[config.mk]
export PLATFORM = sky130hd
export DESIGN_NAME = type3_voltage_compensator
export DESIGN_NICKNAME = d
export VERILOG_FILES = /design/src/hdl/t3vc_pkg.sv /design/src/hdl/t3vc_cfg_regs.sv /design/src/hdl/t3vc_mac.sv /design/src/hdl/type3_voltage_compensator.sv
export SDC_FILE = /design/constraint.sdc
export NUM_CORES = 2
export LEC_CHECK = 0
export BUFFER_PORTS_ARGS = -buffer_cell sky130_fd_sc_hd__buf_2
export CORE_ASPECT_RATIO = 0.5
export CORE_MARGIN = 5
export CORE_UTILIZATION = 50
export DETAILED_ROUTE_END_ITERATION = 16
export GPL_ROUTABILITY_DRIVEN = 1
export PLACE_DENSITY = 0.71
export SYNTH_ARGS = -nofsm -noshare
export SYNTH_HDL_FRONTEND = slang
export SYNTH_SLANG_ARGS = --single-unit
[constraint.sdc]
create_clock -name clk -period 8.7 [get_ports clk]
set_input_delay 0.87 -clock clk [delete_from_list [all_inputs] [get_ports clk]]
set_output_delay 0.87 -clock clk [all_outputs]
set_load 0.03 [all_outputs]
[src/hdl/t3vc_pkg.sv]
// Shared types, register indexes and compensator coefficients for the
// type-3 voltage compensator. No dependencies; every other file imports it.

package t3vc_pkg;

  localparam int ADC_WIDTH_DEF = 12;

  localparam logic [12:0] CAL_GAIN_RST   = 13'd4096;
  localparam logic [12:0] BOOST_MAX_RST  = 13'd3686;
  localparam logic [12:0] MAX_BUCK_RST   = 13'd3809;
  localparam logic [15:0] PERIOD_RST     = 16'd32768;

  localparam logic signed [16:0] KB0 = 17'sd6144;
  localparam logic signed [16:0] KB1 = -17'sd5952;
  localparam logic signed [16:0] KB2 = -17'sd6141;
  localparam logic signed [16:0] KB3 = 17'sd5955;
  localparam logic signed [16:0] KA1 = 17'sd5080;
  localparam logic signed [16:0] KA2 = -17'sd1043;
  localparam logic signed [16:0] KA3 = 17'sd59;

  typedef enum logic [2:0] {
    REG_CAL_GAIN   = 3'd0,
    REG_CAL_OFFSET = 3'd1,
    REG_VREF       = 3'd2,
    REG_BOOST_MAX  = 3'd3,
    REG_BOOST_MIN  = 3'd4,
    REG_BUCK_MAX   = 3'd5,
    REG_BUCK_MIN   = 3'd6,
    REG_PERIOD     = 3'd7
  } reg_idx_t;

  typedef struct packed {
    logic [12:0]        cal_gain;
    logic signed [12:0] cal_offset;
    logic [11:0]        vref;
    logic [12:0]        boost_max_duty;
    logic [12:0]        boost_floor_duty;
    logic [12:0]        buck_run_duty;
    logic [12:0]        min_buck_duty;
    logic [15:0]        period;
  } cfg_t;

  typedef struct packed {
    logic acc_load;
    logic acc_add;
  } mac_ctl_t;

  function automatic logic signed [16:0] ka_coef(input logic [1:0] idx);
    case (idx)
      2'd0: ka_coef = KA1;
      2'd1: ka_coef = KA2;
      2'd2: ka_coef = KA3;
      default: ka_coef = 17'sd0;
    endcase
  endfunction

  function automatic logic signed [16:0] kb_coef(input logic [1:0] idx);
    case (idx)
      2'd0: kb_coef = KB0;
      2'd1: kb_coef = KB1;
      2'd2: kb_coef = KB2;
      default: kb_coef = KB3;
    endcase
  endfunction

endpackage

[src/hdl/t3vc_cfg_regs.sv]
// Configuration register file of the type-3 voltage compensator.
// Depends on t3vc_pkg for the register indexes and the cfg_t bundle.

module t3vc_cfg_regs
  import t3vc_pkg::*;
(
  input  logic        clk,
  input  logic        rst,
  input  logic        wr_en,
  input  logic [2:0]  wr_index,
  input  logic [15:0] wr_data,
  output cfg_t        cfg
);

  always_ff @(posedge clk) begin
    if (rst) begin
      cfg.cal_gain         <= CAL_GAIN_RST;
      cfg.cal_offset       <= 13'sd0;
      cfg.vref             <= 12'd0;
      cfg.boost_max_duty   <= BOOST_MAX_RST;
      cfg.boost_floor_duty <= 13'd0;
      cfg.buck_run_duty    <= MAX_BUCK_RST;
      cfg.min_buck_duty    <= 13'd0;
      cfg.period           <= PERIOD_RST;
    end else if (wr_en) begin
      case (reg_idx_t'(wr_index))
        REG_CAL_GAIN:   cfg.cal_gain         <= wr_data[12:0];
        REG_CAL_OFFSET: cfg.cal_offset       <= $signed(wr_data[12:0]);
        REG_VREF:       cfg.vref             <= wr_data[11:0];
        REG_BOOST_MAX:  cfg.boost_max_duty   <= wr_data[12:0];
        REG_BOOST_MIN:  cfg.boost_floor_duty <= wr_data[12:0];
        REG_BUCK_MAX:   cfg.buck_run_duty    <= wr_data[12:0];
        REG_BUCK_MIN:   cfg.min_buck_duty    <= wr_data[12:0];
        REG_PERIOD:     cfg.period           <= wr_data;
        default: ;
      endcase
    end
  end

endmodule

[src/hdl/t3vc_mac.sv]
// Shared signed multiplier with a registered product and an accumulator.
// Depends on t3vc_pkg for the mac_ctl_t control bundle.

module t3vc_mac
  import t3vc_pkg::*;
(
  input  logic                clk,
  input  logic signed [32:0]  op_a,
  input  logic signed [16:0]  op_b,
  input  mac_ctl_t            ctl,
  output logic signed [49:0]  prod,
  output logic signed [47:0]  acc
);

  always_ff @(posedge clk) begin
    prod <= op_a * op_b;
    if (ctl.acc_load) begin
      acc <= prod[47:0];
    end else if (ctl.acc_add) begin
      acc <= acc + prod[47:0];
    end
  end

endmodule

[src/hdl/type3_voltage_compensator.sv]
// Type-3 voltage compensator: one sample in, one set of duties and compares out.
// The ten products of a sample pass in turn through the one shared multiplier
// in t3vc_mac, and a new input transaction is taken only in ST_IDLE, once the
// last result has gone into the output register.
// Reset clears the error and output histories, loads the register defaults
// and empties the output register. Uses t3vc_pkg, t3vc_cfg_regs and t3vc_mac.

module type3_voltage_compensator
  import t3vc_pkg::*;
#(
  parameter int ADC_WIDTH = ADC_WIDTH_DEF
) (
  input  logic                                clk,
  input  logic                                rst,
  // tdata: adc_sample [ADC_WIDTH-1:0], pwm_enable [ADC_WIDTH], zero padding above.
  input  logic [((ADC_WIDTH + 8) / 8) * 8-1:0] s_axis_tdata,
  input  logic                                s_axis_tvalid,
  output logic                                s_axis_tready,
  // tdata: boost_duty [12:0], buck_duty [25:13], buck_compare [41:26],
  // sample_compare [56:42], boost_compare [72:57], zero padding [79:73].
  output logic [79:0]                         m_axis_tdata,
  output logic                                m_axis_tvalid,
  input  logic                                m_axis_tready,
  input  logic                                cfg_valid,
  output logic                                cfg_ready,
  input  logic [2:0]                          cfg_index,
  input  logic [15:0]                         cfg_data
);

  localparam int EW = (ADC_WIDTH + 4 > 16) ? ADC_WIDTH + 4 : 16;

  typedef enum logic [9:0] {
    ST_IDLE  = 10'b0000000001,
    ST_CAL   = 10'b0000000010,
    ST_ERR   = 10'b0000000100,
    ST_FB    = 10'b0000001000,
    ST_FF    = 10'b0000010000,
    ST_UPD   = 10'b0000100000,
    ST_CLAMP = 10'b0001000000,
    ST_CMP1  = 10'b0010000000,
    ST_CMP2  = 10'b0100000000,
    ST_DONE  = 10'b1000000000
  } state_t;

  state_t state, state_next;
  logic [2:0] cnt;

  cfg_t cfg;

  logic [ADC_WIDTH-1:0] adc_q;
  logic                 en_q;
  logic signed [15:0]   err_q;
  logic signed [35:0]   fb_sh;
  logic signed [15:0]   e_hist [3];
  logic signed [31:0]   u_hist [3];
  logic [12:0]          boost_q;
  logic [12:0]          buck_q;
  logic [15:0]          buck_cmp_q;
  logic [15:0]          boost_cmp_q;

  logic signed [32:0] op_a;
  logic signed [16:0] op_b;
  mac_ctl_t           mac_ctl;
  logic signed [49:0] prod;
  logic signed [47:0] acc;

  logic signed [EW-1:0] vout_w;
  logic signed [EW-1:0] err_w;
  logic signed [15:0]   err_sat;
  logic signed [39:0]   u_sum;
  logic signed [31:0]   u_new;
  logic signed [31:0]   clamp_hi;
  logic signed [31:0]   clamp_lo;
  logic [12:0]          buck_sel;
  logic [16:0]          scaled;
  logic                 out_load;

  t3vc_cfg_regs u_cfg_regs (
    .clk      (clk),
    .rst      (rst),
    .wr_en    (cfg_valid & cfg_ready),
    .wr_index (cfg_index),
    .wr_data  (cfg_data),
    .cfg      (cfg)
  );

  t3vc_mac u_mac (
    .clk  (clk),
    .op_a (op_a),
    .op_b (op_b),
    .ctl  (mac_ctl),
    .prod (prod),
    .acc  (acc)
  );

  assign cfg_ready     = 1'b1;
  assign s_axis_tready = (state == ST_IDLE);
  assign out_load      = (state == ST_DONE) && (!m_axis_tvalid || m_axis_tready);
  assign buck_sel      = en_q ? cfg.buck_run_duty : cfg.min_buck_duty;
  assign scaled        = prod[28:12];

  always_comb begin
    vout_w = $signed({{(EW - ADC_WIDTH - 1){1'b0}}, prod[ADC_WIDTH+12:12]})
             + EW'(cfg.cal_offset);
    err_w  = $signed({{(EW - 12){1'b0}}, cfg.vref}) - vout_w;
    if (err_w > 32767) begin
      err_sat = 16'sh7fff;
    end else if (err_w < -32768) begin
      err_sat = -16'sh8000;
    end else begin
      err_sat = err_w[15:0];
    end
    u_sum    = 40'(fb_sh) + 40'(acc >>> 8);
    u_new    = u_sum[31:0];
    clamp_hi = (u_hist[0] > $signed({19'd0, cfg.boost_max_duty}))
               ? $signed({19'd0, cfg.boost_max_duty}) : u_hist[0];
    clamp_lo = (clamp_hi < $signed({19'd0, cfg.boost_floor_duty}))
               ? $signed({19'd0, cfg.boost_floor_duty}) : clamp_hi;
  end

  always_comb begin
    op_a = 33'sd0;
    op_b = 17'sd0;
    case (state)
      ST_CAL: begin
        op_a = $signed(33'(adc_q));
        op_b = $signed({4'd0, cfg.cal_gain});
      end
      ST_FB: begin
        case (cnt[1:0])
          2'd0: op_a = 33'(u_hist[0]);
          2'd1: op_a = 33'(u_hist[1]);
          2'd2: op_a = 33'(u_hist[2]);
          default: op_a = 33'sd0;
        endcase
        op_b = ka_coef(cnt[1:0]);
      end
      ST_FF: begin
        case (cnt[1:0])
          2'd0: op_a = 33'(err_q);
          2'd1: op_a = 33'(e_hist[0]);
          2'd2: op_a = 33'(e_hist[1]);
          default: op_a = 33'(e_hist[2]);
        endcase
        op_b = kb_coef(cnt[1:0]);
      end
      ST_CLAMP: begin
        op_a = $signed({20'd0, buck_sel});
        op_b = $signed({1'b0, cfg.period});
      end
      ST_CMP1: begin
        op_a = $signed({20'd0, boost_q});
        op_b = $signed({1'b0, cfg.period});
      end
      default: ;
    endcase
  end

  always_comb begin
    mac_ctl = '0;
    if (state == ST_FB || state == ST_FF) begin
      mac_ctl.acc_load = (cnt == 3'd1);
      mac_ctl.acc_add  = (cnt > 3'd1);
    end
  end

  always_comb begin
    state_next = state;
    case (state)
      ST_IDLE:  if (s_axis_tvalid) state_next = ST_CAL;
      ST_CAL:   state_next = ST_ERR;
      ST_ERR:   state_next = ST_FB;
      ST_FB:    if (cnt == 3'd3) state_next = ST_FF;
      ST_FF:    if (cnt == 3'd4) state_next = ST_UPD;
      ST_UPD:   state_next = ST_CLAMP;
      ST_CLAMP: state_next = ST_CMP1;
      ST_CMP1:  state_next = ST_CMP2;
      ST_CMP2:  state_next = ST_DONE;
      ST_DONE:  if (out_load) state_next = ST_IDLE;
      default:  state_next = ST_IDLE;
    endcase
  end

  always_ff @(posedge clk) begin
    if (rst) begin
      state <= ST_IDLE;
      cnt   <= 3'd0;
    end else begin
      state <= state_next;
      if (state_next != state) begin
        cnt <= 3'd0;
      end else begin
        cnt <= cnt + 3'd1;
      end
    end
  end

  always_ff @(posedge clk) begin
    if (rst) begin
      for (int i = 0; i < 3; i++) begin
        e_hist[i] <= 16'sd0;
        u_hist[i] <= 32'sd0;
      end
    end else if (state == ST_UPD) begin
      e_hist[2] <= e_hist[1];
      e_hist[1] <= e_hist[0];
      e_hist[0] <= err_q;
      u_hist[2] <= u_hist[1];
      u_hist[1] <= u_hist[0];
      u_hist[0] <= u_new;
    end
  end

  always_ff @(posedge clk) begin
    if (s_axis_tvalid && s_axis_tready) begin
      adc_q <= s_axis_tdata[ADC_WIDTH-1:0];
      en_q  <= s_axis_tdata[ADC_WIDTH];
    end
    if (state == ST_ERR) begin
      err_q <= err_sat;
    end
    if (state == ST_FF && cnt == 3'd0) begin
      fb_sh <= 36'(acc >>> 12);
    end
    if (state == ST_CLAMP) begin
      boost_q <= clamp_lo[12:0];
      buck_q  <= buck_sel;
    end
    if (state == ST_CMP1) begin
      buck_cmp_q <= scaled[16] ? 16'hffff : scaled[15:0];
    end
    if (state == ST_CMP2) begin
      boost_cmp_q <= (scaled > {1'b0, cfg.period}) ? 16'd0 : cfg.period - scaled[15:0];
    end
    if (out_load) begin
      m_axis_tdata <= {7'd0, boost_cmp_q, buck_cmp_q[15:1], buck_cmp_q, buck_q, boost_q};
    end
  end

  always_ff @(posedge clk) begin
    if (rst) begin
      m_axis_tvalid <= 1'b0;
    end else if (out_load) begin
      m_axis_tvalid <= 1'b1;
    end else if (m_axis_tready) begin
      m_axis_tvalid <= 1'b0;
    end
  end

  a_one_item: assert property (@(posedge clk) disable iff (rst)
    s_axis_tvalid && s_axis_tready |=> !s_axis_tready)
    else $error("A second transaction was taken while one was in work.");

  a_cnt_fb: assert property (@(posedge clk) disable iff (rst)
    state == ST_FB |-> cnt <= 3'd3)
    else $error("The feedback term count ran past its last term.");

  a_sample_half: assert property (@(posedge clk) disable iff (rst)
    m_axis_tvalid |-> m_axis_tdata[56:42] == m_axis_tdata[41:27])
    else $error("The sample compare is not half of the buck compare.");

  a_boost_limits: assert property (@(posedge clk) disable iff (rst)
    m_axis_tvalid && (cfg.boost_floor_duty <= cfg.boost_max_duty)
    |-> m_axis_tdata[12:0] <= cfg.boost_max_duty
        && m_axis_tdata[12:0] >= cfg.boost_floor_duty)
    else $error("The boost duty lies outside its limits.");

  a_load_free: assert property (@(posedge clk) disable iff (rst)
    out_load |=> m_axis_tvalid && state == ST_IDLE)
    else $error("A finished result did not reach the output register.");

endmodule

==> results.py <==
metrics = {
    "setup_path": {
        "critPathArrivalTime_ns": 8.97,
        "critPathMaxStageDelay_ns": 1.01,
        "worst-path-max-fanout": 17,
        "reg2reg_from": "cnt[0]$_SDFF_PP0_",
        "cpMaxStageDelayCell": "a222oi_1",
        "crit_path_frequent_cell": "fa_1",
        "crit_type": "register to register",
        "crit_start": "cnt[0]$_SDFF_PP0_",
        "critPathLaunchType": "register",
        "worst_ep_required_time_ns": 9.22,
        "end_kind": "register",
    },
    "routing": {
        "ant_nets": 0,
        "via_per_inst": 5.70,
        "num_vias": 33100,
        "drtPass1Iterations": 7,
        "drtIter0Drc": 4134,
        "wl_mm": 129,
        "drc": 0,
        "wl_per_cell_microns": 22.2,
    },
    "clocking": {
        "htree_levels": 2,
        "clk_latency_ns": 0.63,
        "numCtsBuffers": 50,
        "cts_root_buf": "clkbuf_16",
        "holdBufCountCts": 0,
        "cts_buffer_depth": 3,
        "clkSinkCount": 529,
        "cts_tree": "yes",
        "clk_pin_slew_worst_paths_ns": 0.07,
    },
    "sta": {
        "skew_ns": 0.0315,
        "drv_slew": 0,
        "setup_viol": 0,
        "hold_viol_final": 0,
        "maxSlewHeadroom_pct": 10.8,
        "tightestPinTransition_ns": 1.33,
        "fin_crit_sh_pct": 97.1,
        "clock.fmax_mhz": 118,
        "grt_setup_unrepaired": "false",
        "holdWs_ns": 0.418,
        "setup_tns_ns": 0,
        "period_needed_ns": 8.45,
    },
    "floorplanning": {
        "start_util_pct": 50.3,
        "design.core.area_sq_um": 86000,
        "die_x_microns": 426,
        "ioPinCount": 123,
        "dieArea_sq_um": 92900,
        "fp-row-count": 76,
        "die_h_microns": 218,
    },
    "outcome": {
        "status": "finished clean",
    },
    "logic_synthesis": {
        "synthAdderAreaFrac_pct": 30.4,
        "synthFlopType": "edfxtp_1",
        "synth_top_family_by_area": "adder cells",
        "synth-async-reset-ratio_pct": 0,
        "ys_types": 96,
        "synth_cells": 4426,
        "yosys.area_share.xor_xnor_pct": 2.80,
        "synth_area_per_cell_sq_um": 9.78,
        "synthSimpleGateAreaFrac_pct": 14.3,
        "yosysWarnings": 0,
        "synth_area_leader_cell": "edfxtp_1",
        "synthMuxAreaShare_pct": 1.13,
        "ys_seq_area_share_pct": 32.9,
        "syn_area_sq_um": 43300,
        "synth-compound-area-share_pct": 10.6,
        "yosys-top-cells-area": "edfxtp_1 25%, fa_1 23%, dfxtp_1 7.6%",
        "synth_top_area_share_pct": 25.3,
        "ys_ff_latch": 529,
        "synth_edf_count": 365,
    },
    "power_and_ir_drop": {
        "switching_share_pct": 23.4,
        "p_clk_share_pct": 43.7,
        "p_switching_mw": 1.29,
        "total_power_mw": 5.53,
        "power_frac_comb_pct": 6.5,
        "power.density_nw_per_um2": 116,
        "intPower_mw": 4.24,
        "power.share.sequential_pct": 49.8,
        "leakage_nw": 20.6,
        "ir_drop_mv": 0.136,
    },
    "flow_run": {
        "cap_violations": 0,
    },
    "finish": {
        "layout_common_cells": "665 x inv_1, 563 x nand2_1, 493 x fa_1",
        "area_delta_synth_final_pct": 10.7,
        "layout_commonest_cell": "inv_1",
        "post-route-util_pct": 55.7,
        "antennaDiodeCount": 0,
        "finalNonFillerCells": 5795,
        "nets": 5377,
        "drive_gt1_share_pct": 10.7,
    },
    "placed_design": {
        "place_congestion": 0.978,
        "portBuffers": 111,
        "dp_hpwl_mm": 102,
        "placed_cells": 5699,
    },
    "min_path": {
        "min_from": "buck_q[3]$_DFFE_PP_",
        "hp-class": "register to register",
    },
    "global_route": {
        "overflow": 0,
        "grt_max_degree": 116,
        "grt_pass1_vias": 33000,
        "grtUsageTotal_pct": 27.8,
        "grt_pass1_wl_mm": 197,
        "antenna_found_initial": 2,
    },
}
[worst paths after layout]
| kind | endpoint | depth (start not counted) | slack, ns |
|---|---|---|---|
| hold reg to reg | m_axis_tdata[16]$_DFFE_PP_ | 0 | 0.42 |
| setup / recovery | u_mac.prod[40]$_DFF_P_ | 29 | 0.25 |
| setup reg to reg | u_mac.prod[40]$_DFF_P_ | 29 | 0.25 |
| hold / removal | m_axis_tdata[16]$_DFFE_PP_ | 0 | 0.42 |
[final cells by class]
| cell class | count | area (sq um) |
|---|---|---|
| Inverter | 667 | 2510 |
| Timing Repair Buffer | 298 | 2050 |
| Sequential cell | 529 | 14200 |
| Clock inverter | 31 | 388 |
| Clock buffer | 63 | 1420 |
| Multi-Input combinational cell | 3037 | 25800 |
| Fill cell | 7382 | 38100 |
| Tap cell | 1170 | 1460 |
[metrics by stage]
stage / worst slack (ns) / instance area, sq um
after floorplan: 0.700 / 43300
after global placement: 0.358 / 46000
after detailed placement: 0.329 / 46000
after CTS: 0.216 / 47800
after global routing: 0.000743 / 47900
final: 0.250 / 47900
[state kept, by name (all words and copies together), names as in the netlist]
signal          flops
u_cfg_regs.cfg    106
fb_sh              32
adc_q              12
buck_cmp_q         16
u_mac.acc          44
state              10
boost_q            13
cnt                 3
buck_q             13
m_axis_tvalid       1
err_q              16
boost_cmp_q        16
u_hist             96
e_hist             48
u_mac.prod         44
m_axis_tdata       58
en_q                1
[cell usage after synthesis (32+ instances only)]
library cell    n
inv_1         666
nand2_1       564
fa_1          493
nor2_1        446
edfxtp_1      365
ha_1          261
a21oi_1       250
dfxtp_1       164
clkbuf_1      134
and2_1        132
o21ai_0       120
xnor2_1        84
a21o_1         62
xor2_1         51
nand3_1        50
a222oi_1       47
nand2b_1       34
nor3_1         32
[power groups by stage]
stage | Combinational (mW) | Sequential [mW] | Clock, mW
after floorplan | 0.225 | 2.79 | 0
after global placement | 0.341 | 2.81 | 0
after detailed placement | 0.348 | 2.81 | 0
after CTS | 0.350 | 2.75 | 2.43
after global routing | 0.388 | 2.76 | 2.54
final | 0.362 | 2.76 | 2.42
[cell families after synthesis]
| group | Yosys count |
|---|---|
| XOR/XNOR | 136 |
| flip-flops | 529 |
| AO/OA/AOI/OAI | 700 |
| other | 2 |
| buffers and inverters | 866 |
| multiplexers | 42 |
| adder cells (fa/ha/maj) | 754 |
| AND/OR/NAND/NOR | 1397 |
[critical path: cells and delay by family, from the launching register on]
| kind | cells | cell delay (ns) |
|---|---|---|
| AND/OR/NAND/NOR | 5 | 1.03 |
| flip-flops | 1 | 0.41 |
| XOR/XNOR | 1 | 0.16 |
| adder cells (fa/ha/maj) | 8 | 3.75 |
| AO/OA/AOI/OAI | 7 | 2.04 |
| buffers and inverters | 8 | 0.96 |
[routing by layer]
layer,global-route usage [%],part of all wire (%),up-vias
li1,-,-,14800
met4,6.13,2.2,4
met5,0,0.017,-
met3,10.8,15,206
met2,38.2,40,1715
met1,41.4,43,16400
[what timing repair did]
action                                  in CTS  in global routing
buffers inserted                             0                  2
resized for setup                            0                 16
endpoints found under the setup margin       0                 12
Note: power is estimated with default switching activity, not from simulation.
